### config.mk
export PLATFORM = sky130hd
export DESIGN_NAME = sha256_stream_hasher
export DESIGN_NICKNAME = d
export VERILOG_FILES = /design/src/sv/sha256_pkg.sv /design/src/sv/sha256_datapath.sv /design/src/sv/sha256_ctrl.sv /design/src/sv/sha256_stream_hasher.sv
export SDC_FILE = /design/constraint.sdc
export NUM_CORES = 2
export LEC_CHECK = 0
export BUFFER_PORTS_ARGS = -buffer_cell sky130_fd_sc_hd__buf_2
export CAP_MARGIN = 20
export CORE_MARGIN = 2
export CORE_UTILIZATION = 40
export DETAILED_ROUTE_END_ITERATION = 10
export GPL_TIMING_DRIVEN = 0
export MAX_ROUTING_LAYER = met4
export PLACE_DENSITY = 0.57
export SYNTH_ARGS = -nofsm -noshare
export SYNTH_HDL_FRONTEND = slang
export SYNTH_SLANG_ARGS = --single-unit
export TNS_END_PERCENT = 5
### constraint.sdc
create_clock -name clk -period 18.3 [get_ports clk]
set_input_delay 0 -clock clk [delete_from_list [all_inputs] [get_ports clk]]
set_output_delay 0 -clock clk [all_outputs]
set_load 0.03 [all_outputs]
### src/sv/sha256_pkg.sv
`timescale 1ns / 1ps
// ----------------------------------------------------------------------------
// SHA-256 shared definitions
// Beat types, controller states, command/status structs and round constants.
// ----------------------------------------------------------------------------
package sha256_pkg;

	localparam int BlockBytes = 64;
	localparam int Rounds     = 64;
	localparam int CountW     = 61;

	typedef struct packed {
		logic [7:0] message_byte;
		logic       has_byte;
		logic       end_of_message;
	} in_beat_t;

	typedef struct packed {
		logic [31:0] digest_word;
		logic [2:0]  word_index;
		logic        last_word;
	} out_beat_t;

	typedef enum logic [2:0] {
		ST_IDLE,
		ST_ROUND,
		ST_FOLD,
		ST_PAD,
		ST_EMIT
	} state_t;

	// padding pass selector
	typedef enum logic [1:0] {
		PAD_NONE,
		PAD_FIRST,
		PAD_LEN
	} pad_t;

	typedef struct packed {
		logic       take_byte;
		logic       start_rounds;
		logic       round_step;
		logic       fold;
		logic       pad_first;
		logic       pad_len;
		logic       reload;
	} dp_cmd_t;

	typedef struct packed {
		logic       block_full;
		logic       rounds_done;
		logic       pad_two;
	} dp_sts_t;

	localparam logic [31:0] RoundK [Rounds] = '{
		32'h428a2f98, 32'h71374491, 32'hb5c0fbcf, 32'he9b5dba5,
		32'h3956c25b, 32'h59f111f1, 32'h923f82a4, 32'hab1c5ed5,
		32'hd807aa98, 32'h12835b01, 32'h243185be, 32'h550c7dc3,
		32'h72be5d74, 32'h80deb1fe, 32'h9bdc06a7, 32'hc19bf174,
		32'he49b69c1, 32'hefbe4786, 32'h0fc19dc6, 32'h240ca1cc,
		32'h2de92c6f, 32'h4a7484aa, 32'h5cb0a9dc, 32'h76f988da,
		32'h983e5152, 32'ha831c66d, 32'hb00327c8, 32'hbf597fc7,
		32'hc6e00bf3, 32'hd5a79147, 32'h06ca6351, 32'h14292967,
		32'h27b70a85, 32'h2e1b2138, 32'h4d2c6dfc, 32'h53380d13,
		32'h650a7354, 32'h766a0abb, 32'h81c2c92e, 32'h92722c85,
		32'ha2bfe8a1, 32'ha81a664b, 32'hc24b8b70, 32'hc76c51a3,
		32'hd192e819, 32'hd6990624, 32'hf40e3585, 32'h106aa070,
		32'h19a4c116, 32'h1e376c08, 32'h2748774c, 32'h34b0bcb5,
		32'h391c0cb3, 32'h4ed8aa4a, 32'h5b9cca4f, 32'h682e6ff3,
		32'h748f82ee, 32'h78a5636f, 32'h84c87814, 32'h8cc70208,
		32'h90befffa, 32'ha4506ceb, 32'hbef9a3f7, 32'hc67178f2
	};

	localparam logic [31:0] InitHash [8] = '{
		32'h6a09e667, 32'hbb67ae85, 32'h3c6ef372, 32'ha54ff53a,
		32'h510e527f, 32'h9b05688c, 32'h1f83d9ab, 32'h5be0cd19
	};

	localparam logic [7:0] PadMark = 8'h80;

endpackage

### src/sv/sha256_datapath.sv
`timescale 1ns / 1ps
// ----------------------------------------------------------------------------
// SHA-256 datapath
// Block buffer of sixteen words, rolling message schedule, one round per
// cycle, chained hash and padding insertion.
// ----------------------------------------------------------------------------
module sha256_datapath import sha256_pkg::*; (
	input  logic            clk,
	input  logic            arst_n,
	input  dp_cmd_t         cmd,
	input  logic [7:0]      byte_in,
	output dp_sts_t         sts,
	output logic [31:0]     hash_word [8]
);

	logic [31:0]       w_q [16];
	logic [31:0]       h_q [8];
	logic [31:0]       a_q, b_q, c_q, d_q, e_q, f_q, g_q, hh_q;
	logic [5:0]        fill_q;
	logic [5:0]        round_q;
	logic [CountW-1:0] count_q;

	function automatic logic [31:0] rotr(input logic [31:0] v, input int n);
		rotr = (v >> n) | (v << (32 - n));
	endfunction

	logic [31:0] s0, s1, w_new, big1, big0, ch, maj, t1, t2;
	logic [63:0] bit_len;

	assign s0      = rotr(w_q[1], 7) ^ rotr(w_q[1], 18) ^ (w_q[1] >> 3);
	assign s1      = rotr(w_q[14], 17) ^ rotr(w_q[14], 19) ^ (w_q[14] >> 10);
	assign w_new   = w_q[0] + s0 + w_q[9] + s1;
	assign big1    = rotr(e_q, 6) ^ rotr(e_q, 11) ^ rotr(e_q, 25);
	assign ch      = (e_q & f_q) ^ (~e_q & g_q);
	assign big0    = rotr(a_q, 2) ^ rotr(a_q, 13) ^ rotr(a_q, 22);
	assign maj     = (a_q & b_q) ^ (a_q & c_q) ^ (b_q & c_q);
	assign t1      = hh_q + big1 + ch + RoundK[round_q] + w_q[0];
	assign t2      = big0 + maj;
	assign bit_len = {count_q, 3'b000};

	assign sts.block_full  = cmd.take_byte && (fill_q == 6'd63);
	assign sts.rounds_done = (round_q == 6'd63);
	assign sts.pad_two     = (fill_q >= 6'd56);

	always_comb begin
		for (int i = 0; i < 8; i++) hash_word[i] = h_q[i];
	end

	// control counters
	always_ff @(posedge clk or negedge arst_n) begin
		if (!arst_n) begin
			fill_q  <= '0;
			count_q <= '0;
			round_q <= '0;
		end else begin
			if (cmd.take_byte) begin
				fill_q  <= fill_q + 6'd1;
				count_q <= count_q + CountW'(1);
			end
			if (cmd.start_rounds) round_q <= '0;
			else if (cmd.round_step) round_q <= round_q + 6'd1;
			if (cmd.reload) begin
				fill_q  <= '0;
				count_q <= '0;
			end
		end
	end

	// chained hash
	always_ff @(posedge clk or negedge arst_n) begin
		if (!arst_n) begin
			for (int i = 0; i < 8; i++) h_q[i] <= InitHash[i];
		end else if (cmd.reload) begin
			for (int i = 0; i < 8; i++) h_q[i] <= InitHash[i];
		end else if (cmd.fold) begin
			h_q[0] <= h_q[0] + a_q; h_q[1] <= h_q[1] + b_q;
			h_q[2] <= h_q[2] + c_q; h_q[3] <= h_q[3] + d_q;
			h_q[4] <= h_q[4] + e_q; h_q[5] <= h_q[5] + f_q;
			h_q[6] <= h_q[6] + g_q; h_q[7] <= h_q[7] + hh_q;
		end
	end

	// working variables, schedule and byte buffer
	always_ff @(posedge clk) begin
		if (cmd.take_byte) begin
			case (fill_q[1:0])
				2'd0:    w_q[fill_q[5:2]][31:24] <= byte_in;
				2'd1:    w_q[fill_q[5:2]][23:16] <= byte_in;
				2'd2:    w_q[fill_q[5:2]][15:8]  <= byte_in;
				default: w_q[fill_q[5:2]][7:0]   <= byte_in;
			endcase
		end else if (cmd.pad_first || cmd.pad_len) begin
			// mark after the last byte, clear the rest, length in the last two words;
			// a block after the one with the mark is all zero but the length
			for (int i = 0; i < 16; i++) begin
				for (int j = 0; j < 4; j++) begin
					if (cmd.pad_len && i >= 14)
						w_q[i][31-8*j -: 8] <= bit_len[32*(15-i)+31-8*j -: 8];
					else if (cmd.pad_first && 6'(i * 4 + j) == fill_q)
						w_q[i][31-8*j -: 8] <= PadMark;
					else if (cmd.pad_first && 6'(i * 4 + j) > fill_q)
						w_q[i][31-8*j -: 8] <= 8'h00;
					else if (cmd.pad_len && fill_q >= 6'd56)
						w_q[i][31-8*j -: 8] <= 8'h00;
				end
			end
		end else if (cmd.round_step) begin
			for (int i = 0; i < 15; i++) w_q[i] <= w_q[i+1];
			w_q[15] <= w_new;
		end
		if (cmd.start_rounds) begin
			a_q <= h_q[0]; b_q <= h_q[1]; c_q <= h_q[2]; d_q <= h_q[3];
			e_q <= h_q[4]; f_q <= h_q[5]; g_q <= h_q[6]; hh_q <= h_q[7];
		end else if (cmd.round_step) begin
			hh_q <= g_q; g_q <= f_q; f_q <= e_q; e_q <= d_q + t1;
			d_q <= c_q; c_q <= b_q; b_q <= a_q; a_q <= t1 + t2;
		end
	end

endmodule

### src/sv/sha256_ctrl.sv
`timescale 1ns / 1ps
// ----------------------------------------------------------------------------
// SHA-256 controller
// Sequences byte intake, block compression, padding blocks and digest beats.
// ----------------------------------------------------------------------------
module sha256_ctrl import sha256_pkg::*; (
	input  logic      clk,
	input  logic      arst_n,
	input  logic      in_fire,
	input  in_beat_t  in_beat,
	input  dp_sts_t   sts,
	input  logic      out_fire,
	output dp_cmd_t   cmd,
	output logic      in_ready,
	output logic      out_valid,
	output logic [2:0] emit_idx,
	output state_t    state
);

	state_t     state_q, state_d;
	logic       eom_q;     // message ends once current block is done
	pad_t       pad_q;     // padding block being compressed
	logic [2:0] idx_q;

	assign state    = state_q;
	assign emit_idx = idx_q;

	// next state
	always_comb begin
		state_d = state_q;
		case (state_q)
			ST_IDLE: begin
				if (in_fire) begin
					if (in_beat.has_byte && sts.block_full) state_d = ST_ROUND;
					else if (in_beat.end_of_message) state_d = ST_PAD;
				end
			end
			ST_ROUND: if (sts.rounds_done) state_d = ST_FOLD;
			ST_FOLD: begin
				if (pad_q == PAD_LEN) state_d = ST_EMIT;
				else if (eom_q) state_d = ST_PAD;
				else state_d = ST_IDLE;
			end
			ST_PAD:  state_d = ST_ROUND;
			ST_EMIT: if (out_fire && idx_q == 3'd7) state_d = ST_IDLE;
			default: state_d = ST_IDLE;
		endcase
	end

	// outputs
	always_comb begin
		cmd          = '0;
		in_ready     = 1'b0;
		out_valid    = 1'b0;
		case (state_q)
			ST_IDLE: begin
				in_ready       = 1'b1;
				cmd.take_byte  = in_fire && in_beat.has_byte;
				cmd.start_rounds = in_fire && in_beat.has_byte && sts.block_full;
			end
			ST_ROUND: cmd.round_step = 1'b1;
			ST_FOLD:  cmd.fold = 1'b1;
			ST_PAD: begin
				cmd.start_rounds = 1'b1;
				if (pad_q == PAD_NONE) cmd.pad_first = 1'b1;
				if (pad_q == PAD_FIRST || !sts.pad_two) cmd.pad_len = 1'b1;
			end
			ST_EMIT: begin
				out_valid  = 1'b1;
				cmd.reload = out_fire && idx_q == 3'd7;
			end
			default: ;
		endcase
	end

	// pad_first and pad_len may both fire; datapath applies mark and length in one write
	always_ff @(posedge clk or negedge arst_n) begin
		if (!arst_n) begin
			state_q <= ST_IDLE;
			eom_q   <= 1'b0;
			pad_q   <= PAD_NONE;
			idx_q   <= '0;
		end else begin
			state_q <= state_d;
			if (state_q == ST_IDLE && in_fire) eom_q <= in_beat.end_of_message;
			if (state_q == ST_PAD) begin
				if (pad_q == PAD_NONE && sts.pad_two) pad_q <= PAD_FIRST;
				else pad_q <= PAD_LEN;
			end
			if (state_q == ST_EMIT && out_fire) begin
				idx_q <= idx_q + 3'd1;
				if (idx_q == 3'd7) begin
					pad_q <= PAD_NONE;
					eom_q <= 1'b0;
				end
			end
		end
	end

endmodule

### src/sv/sha256_stream_hasher.sv
`timescale 1ns / 1ps
// ----------------------------------------------------------------------------
// SHA-256 stream hasher
// Byte-wise SHA-256 with padding and eight-beat digest output.
// ----------------------------------------------------------------------------
// A byte beat is taken while the controller is idle; the 64th byte of a block
// loads the working variables as it is taken and starts a compression (64
// rounds and a fold) during which input is stalled. End of message adds one or
// two padding blocks, each a load, 64 rounds and a fold (two when fewer than
// nine bytes remain free in the last block), then eight digest beats, word 0
// first. The single round unit sets the rate.
module sha256_stream_hasher import sha256_pkg::*; (
	input  logic      clk,
	input  logic      arst_n,
	input  in_beat_t  in_data,
	input  logic      in_valid,
	output logic      in_stall,
	output out_beat_t out_data,
	output logic      out_valid,
	input  logic      out_stall
);

	dp_cmd_t     cmd;
	dp_sts_t     sts;
	logic [31:0] hash_word [8];
	logic        in_ready, in_fire, out_fire;
	logic [2:0]  emit_idx;
	state_t      state;

	assign in_stall = !in_ready;
	assign in_fire  = in_valid && in_ready;
	assign out_fire = out_valid && !out_stall;

	sha256_ctrl u_ctrl (
		.clk, .arst_n, .in_fire, .in_beat(in_data), .sts, .out_fire,
		.cmd, .in_ready, .out_valid, .emit_idx, .state
	);

	sha256_datapath u_dp (
		.clk, .arst_n, .cmd, .byte_in(in_data.message_byte), .sts, .hash_word
	);

	// digest beat
	assign out_data.digest_word = hash_word[emit_idx];
	assign out_data.word_index  = emit_idx;
	assign out_data.last_word   = (emit_idx == 3'd7);

	a_no_in_while_out: assert property (@(posedge clk) disable iff (!arst_n)
		out_valid |-> in_stall) else $error("input taken during digest output");
	a_emit_from_idle: assert property (@(posedge clk) disable iff (!arst_n)
		$rose(out_valid) |-> emit_idx == 3'd0) else $error("digest not from word 0");
	a_last_ends: assert property (@(posedge clk) disable iff (!arst_n)
		out_fire && out_data.last_word |=> state == ST_IDLE)
		else $error("no return to idle after last word");

endmodule
==> key figures <==
Timing
  • Tcrit/Tclk final: 74.86%
  • Final worst slack: roughly 4600 ps
  • RSZ-0062 raised after global routing: false
  • Final hold viol count: 0
  • Least-Margin Pin Slew: ~1300 ps
  • Final min period: roughly 14000 ps
  • Final setup violating endpoints: 0
  • Hold slack: between 100 and 150 ps
  • Slew HR: approximately an eighth
  • Max-slew violation count: 0
  • Fmax: roughly 73 MHz
  • Final setup TNS: 0 ps
  • Fin Clk Skew: about 43 ps

Route
  • DR iter-0 viols: around 8400
  • WL final: 369100 um
  • M1 WL: about 140000 um
  • Detailed-route wire length per cell: between 30 and 40 um
  • DR top layer: met4
  • Met3 wire length: 33320 um
  • Vias/cell: 6.287
  • Met2 wire length: ~170000 um
  • DRC viols: 0
  • ANT nets after route: 0
  • First-pass DRT Iterations: 8
  • Routed vias: ~70000

Global routing
  • Largest net degree at the start of global routing: between 90 and 100
  • Wire length of the first global-routing pass: 510400 um
  • Initial antenna violation count: 16
  • Vias in the first global route: between 60000 and 70000
  • Overall Global Routing Usage: between 30% and 40%
  • Total grt overflow: 0

Synthesis
  • Yosys warning total: 0
  • Avg Cell Area, Syn: around 9.3 um2
  • Mapped Nets: 8841
  • Cell variety after synth: 95
  • Post-synth EDFFs: 596
  • Post-synth top flop: edfxtp_1
  • Synth Cell Area: about 0.077 mm2
  • Synth async-reset ratio: between 30% and 40%
  • Register area share after synthesis: about two fifths
  • #FFs+latches synth: 1106
  • Instance count of the mapped netlist: ~8000

Layout
  • Number of flip-flops in the largest register: approximately 500
  • Synthesis-to-layout area growth: 12.08%
  • Final Non-Filler Cells: 11155
  • Fill count: around 18000
  • Fin nets: ~9100
  • Area of all sequential standard cells: roughly 0.03 mm2
  • Multi-input logic area: around 0.044 mm2
  • Most flops, register: u_dp.w_q
  • Share of layout cells above drive strength 1: between 7 and 8%

Place
  • Dpl hpwl: between 200000 and 300000 um
  • Dpl ws: about 5000 ps
  • Port Buffers: 44
  • # placed instances: 10859
  • Routability cong.: between 1 and 1.5

Critical path
  • Critical-path maximum fanout: 13
  • WP data arrival: between 10000 and 15000 ps
  • CP Data Required Time: 18800 ps
  • Bufs and invs on worst path: 7
  • Family with the most delay on the worst path: compound AO/OA/AOI/OAI gates
  • Crit end category: register
  • CP peak stage delay: 790 ps
  • Critical Path Start Type: register
  • Worst path depth: 37
  • CP Class: register to register
  • Crit-path slowest cell: clkinv_1
  • Worst-case reg-to-reg path depth: 37
  • Most Frequent Cell on Critical Path: fa_1

Clocking
  • CTS HTree Levels: 4
  • Post_cts resized: 0
  • Clock sink count: ~1100
  • Hold Buf Count CTS: 14
  • Setup Buffers After CTS: 0
  • CTS tree: yes
  • CTS root buffer: clkbuf_16
  • CTS max path bufs: 3
  • Clock-pin slew on the worst setup and hold paths: 70 ps
  • Clk_lat worst skew: about 820 ps
  • CTS buffer count: between 100 and 150

Job
  • Max cap viols: 0

Hold path
  • Min-delay worst type: input port to register
  • Worst Hold Depth: 5

Floorplanning
  • Die Y-Extent: around 440 um
  • Die span in x: 441.9 um
  • FP Rows: 160
  • Starting Density: 40.28%
  • Die Area: between 0.15 and 0.2 mm2
  • Ports: 52
  • CORE AREA: ~0.19 mm2

Outcome
  • Outcome: complete, no violations
==> worst min-delay path: stages <==
cell	delay [ps]
clkbuf_1	450
nor2_1	220
o21ai_0	90
o21ai_0	70
nor2_1	40
==> cell families (layout without fill, tap and decap cells) <==
family	after synthesis	in the layout	share of synthesized area, %
flip-flops	1106	1106	39.08
AO/OA/AOI/OAI	2313	2313	19.47
other	0	22	0
AND/OR/NAND/NOR	2562	2562	14.65
adder cells (fa/ha/maj)	624	624	11.99
buffers and inverters	818	1207	4.028
XOR/XNOR	624	624	7.145
multiplexers	186	186	3.640
==> Yosys cell counts (27+ instances only) <==
master | instances | area share (%)
nor3_1 | 132 | 0.86
o21ai_0 | 579 | 3.8
edfxtp_1 | 596 | 23
dfstp_2 | 136 | 4.7
mux2i_1 | 73 | 0.95
dfrtp_1 | 202 | 6.6
xnor2_1 | 392 | 4.5
maj3_1 | 30 | 0.39
dfxtp_1 | 172 | 4.5
or3_1 | 41 | 0.33
xor2_1 | 231 | 2.6
buf_1 | 50 | 0.24
a31oi_1 | 54 | 0.44
nand3_1 | 226 | 1.5
a211o_1 | 31 | 0.35
a21oi_1 | 627 | 4.1
ha_1 | 399 | 6.5
a21o_1 | 153 | 1.5
nand2_1 | 1251 | 6.1
inv_1 | 293 | 1.4
o211ai_1 | 45 | 0.44
fa_1 | 195 | 5.1
clkbuf_1 | 466 | 2.3
a221oi_1 | 27 | 0.31
o21ai_1 | 32 | 0.21
a22oi_1 | 38 | 0.37
a311oi_1 | 95 | 1.1
nor2_1 | 562 | 2.8
and3_1 | 43 | 0.35
mux2_2 | 43 | 0.63
a211oi_1 | 85 | 0.83
nor2b_1 | 47 | 0.38
o21bai_1 | 40 | 0.39
a22o_1 | 217 | 2.5
o31ai_1 | 29 | 0.28
nand4_1 | 50 | 0.41
nand2b_1 | 71 | 0.58
mux4_2 | 70 | 2.1
o21a_1 | 71 | 0.70
==> worst paths after layout <==
path | start | to | slack (ps)
max | u_dp.round_q[1] | u_dp.a_q[31] | 4600
min | in_data[7] | u_dp.w_q[8][29] | 110
max reg2reg | u_dp.round_q[1] | u_dp.a_q[31] | 4600
min reg2reg | u_dp.w_q[10][28] | u_dp.w_q[10][28] | 460
max in group asynchronous | arst_n | u_dp.count_q[5] | 16550
min in group asynchronous | arst_n | u_dp.hash_word[46] | 520
==> through the flow <==
stage          instance area (um2)  utilization (%)
2_1_floorplan                76690                -
3_3_place_gp                 80050            42.05
3_5_place_dp                 81150            42.62
4_1_cts                      85810            45.07
5_1_grt                      85930            45.13
6_report                     85950            45.15
==> layout by cell type, fill, tap and decap left out, types with 217 or more instances in the layout <==
cell	n
xnor2_1	385
edfxtp_1	596
nand3_1	226
xor2_1	230
ha_1	399
inv_1	293
nor2_1	562
clkbuf_1	481
a21oi_1	626
o21ai_0	577
nand2_1	1250
a22o_1	217
==> per-layer routing <==
layer  vias up  track usage [%]
met1     34960            46.12
li1      30260                -
met3       964            7.553
met5         -                -
met4         0            23.12
met2      3948            57.61
==> layout make-up <==
type                            count  area share (%)
Clock inverter                     66          0.7948
Buffer                            521           2.309
Multi-Input combinational cell   6309           50.84
Tap cell                         2511           3.655
Timing Repair Buffer              143           1.725
Clock buffer                      180           4.447
Antenna cell                       22         0.06405
Sequential cell                  1106           34.87
Inverter                          297           1.297
Power is left out: the tool's default activity adds up to more than one toggle a clock period on the data nets, which glitch-free logic cannot reach.
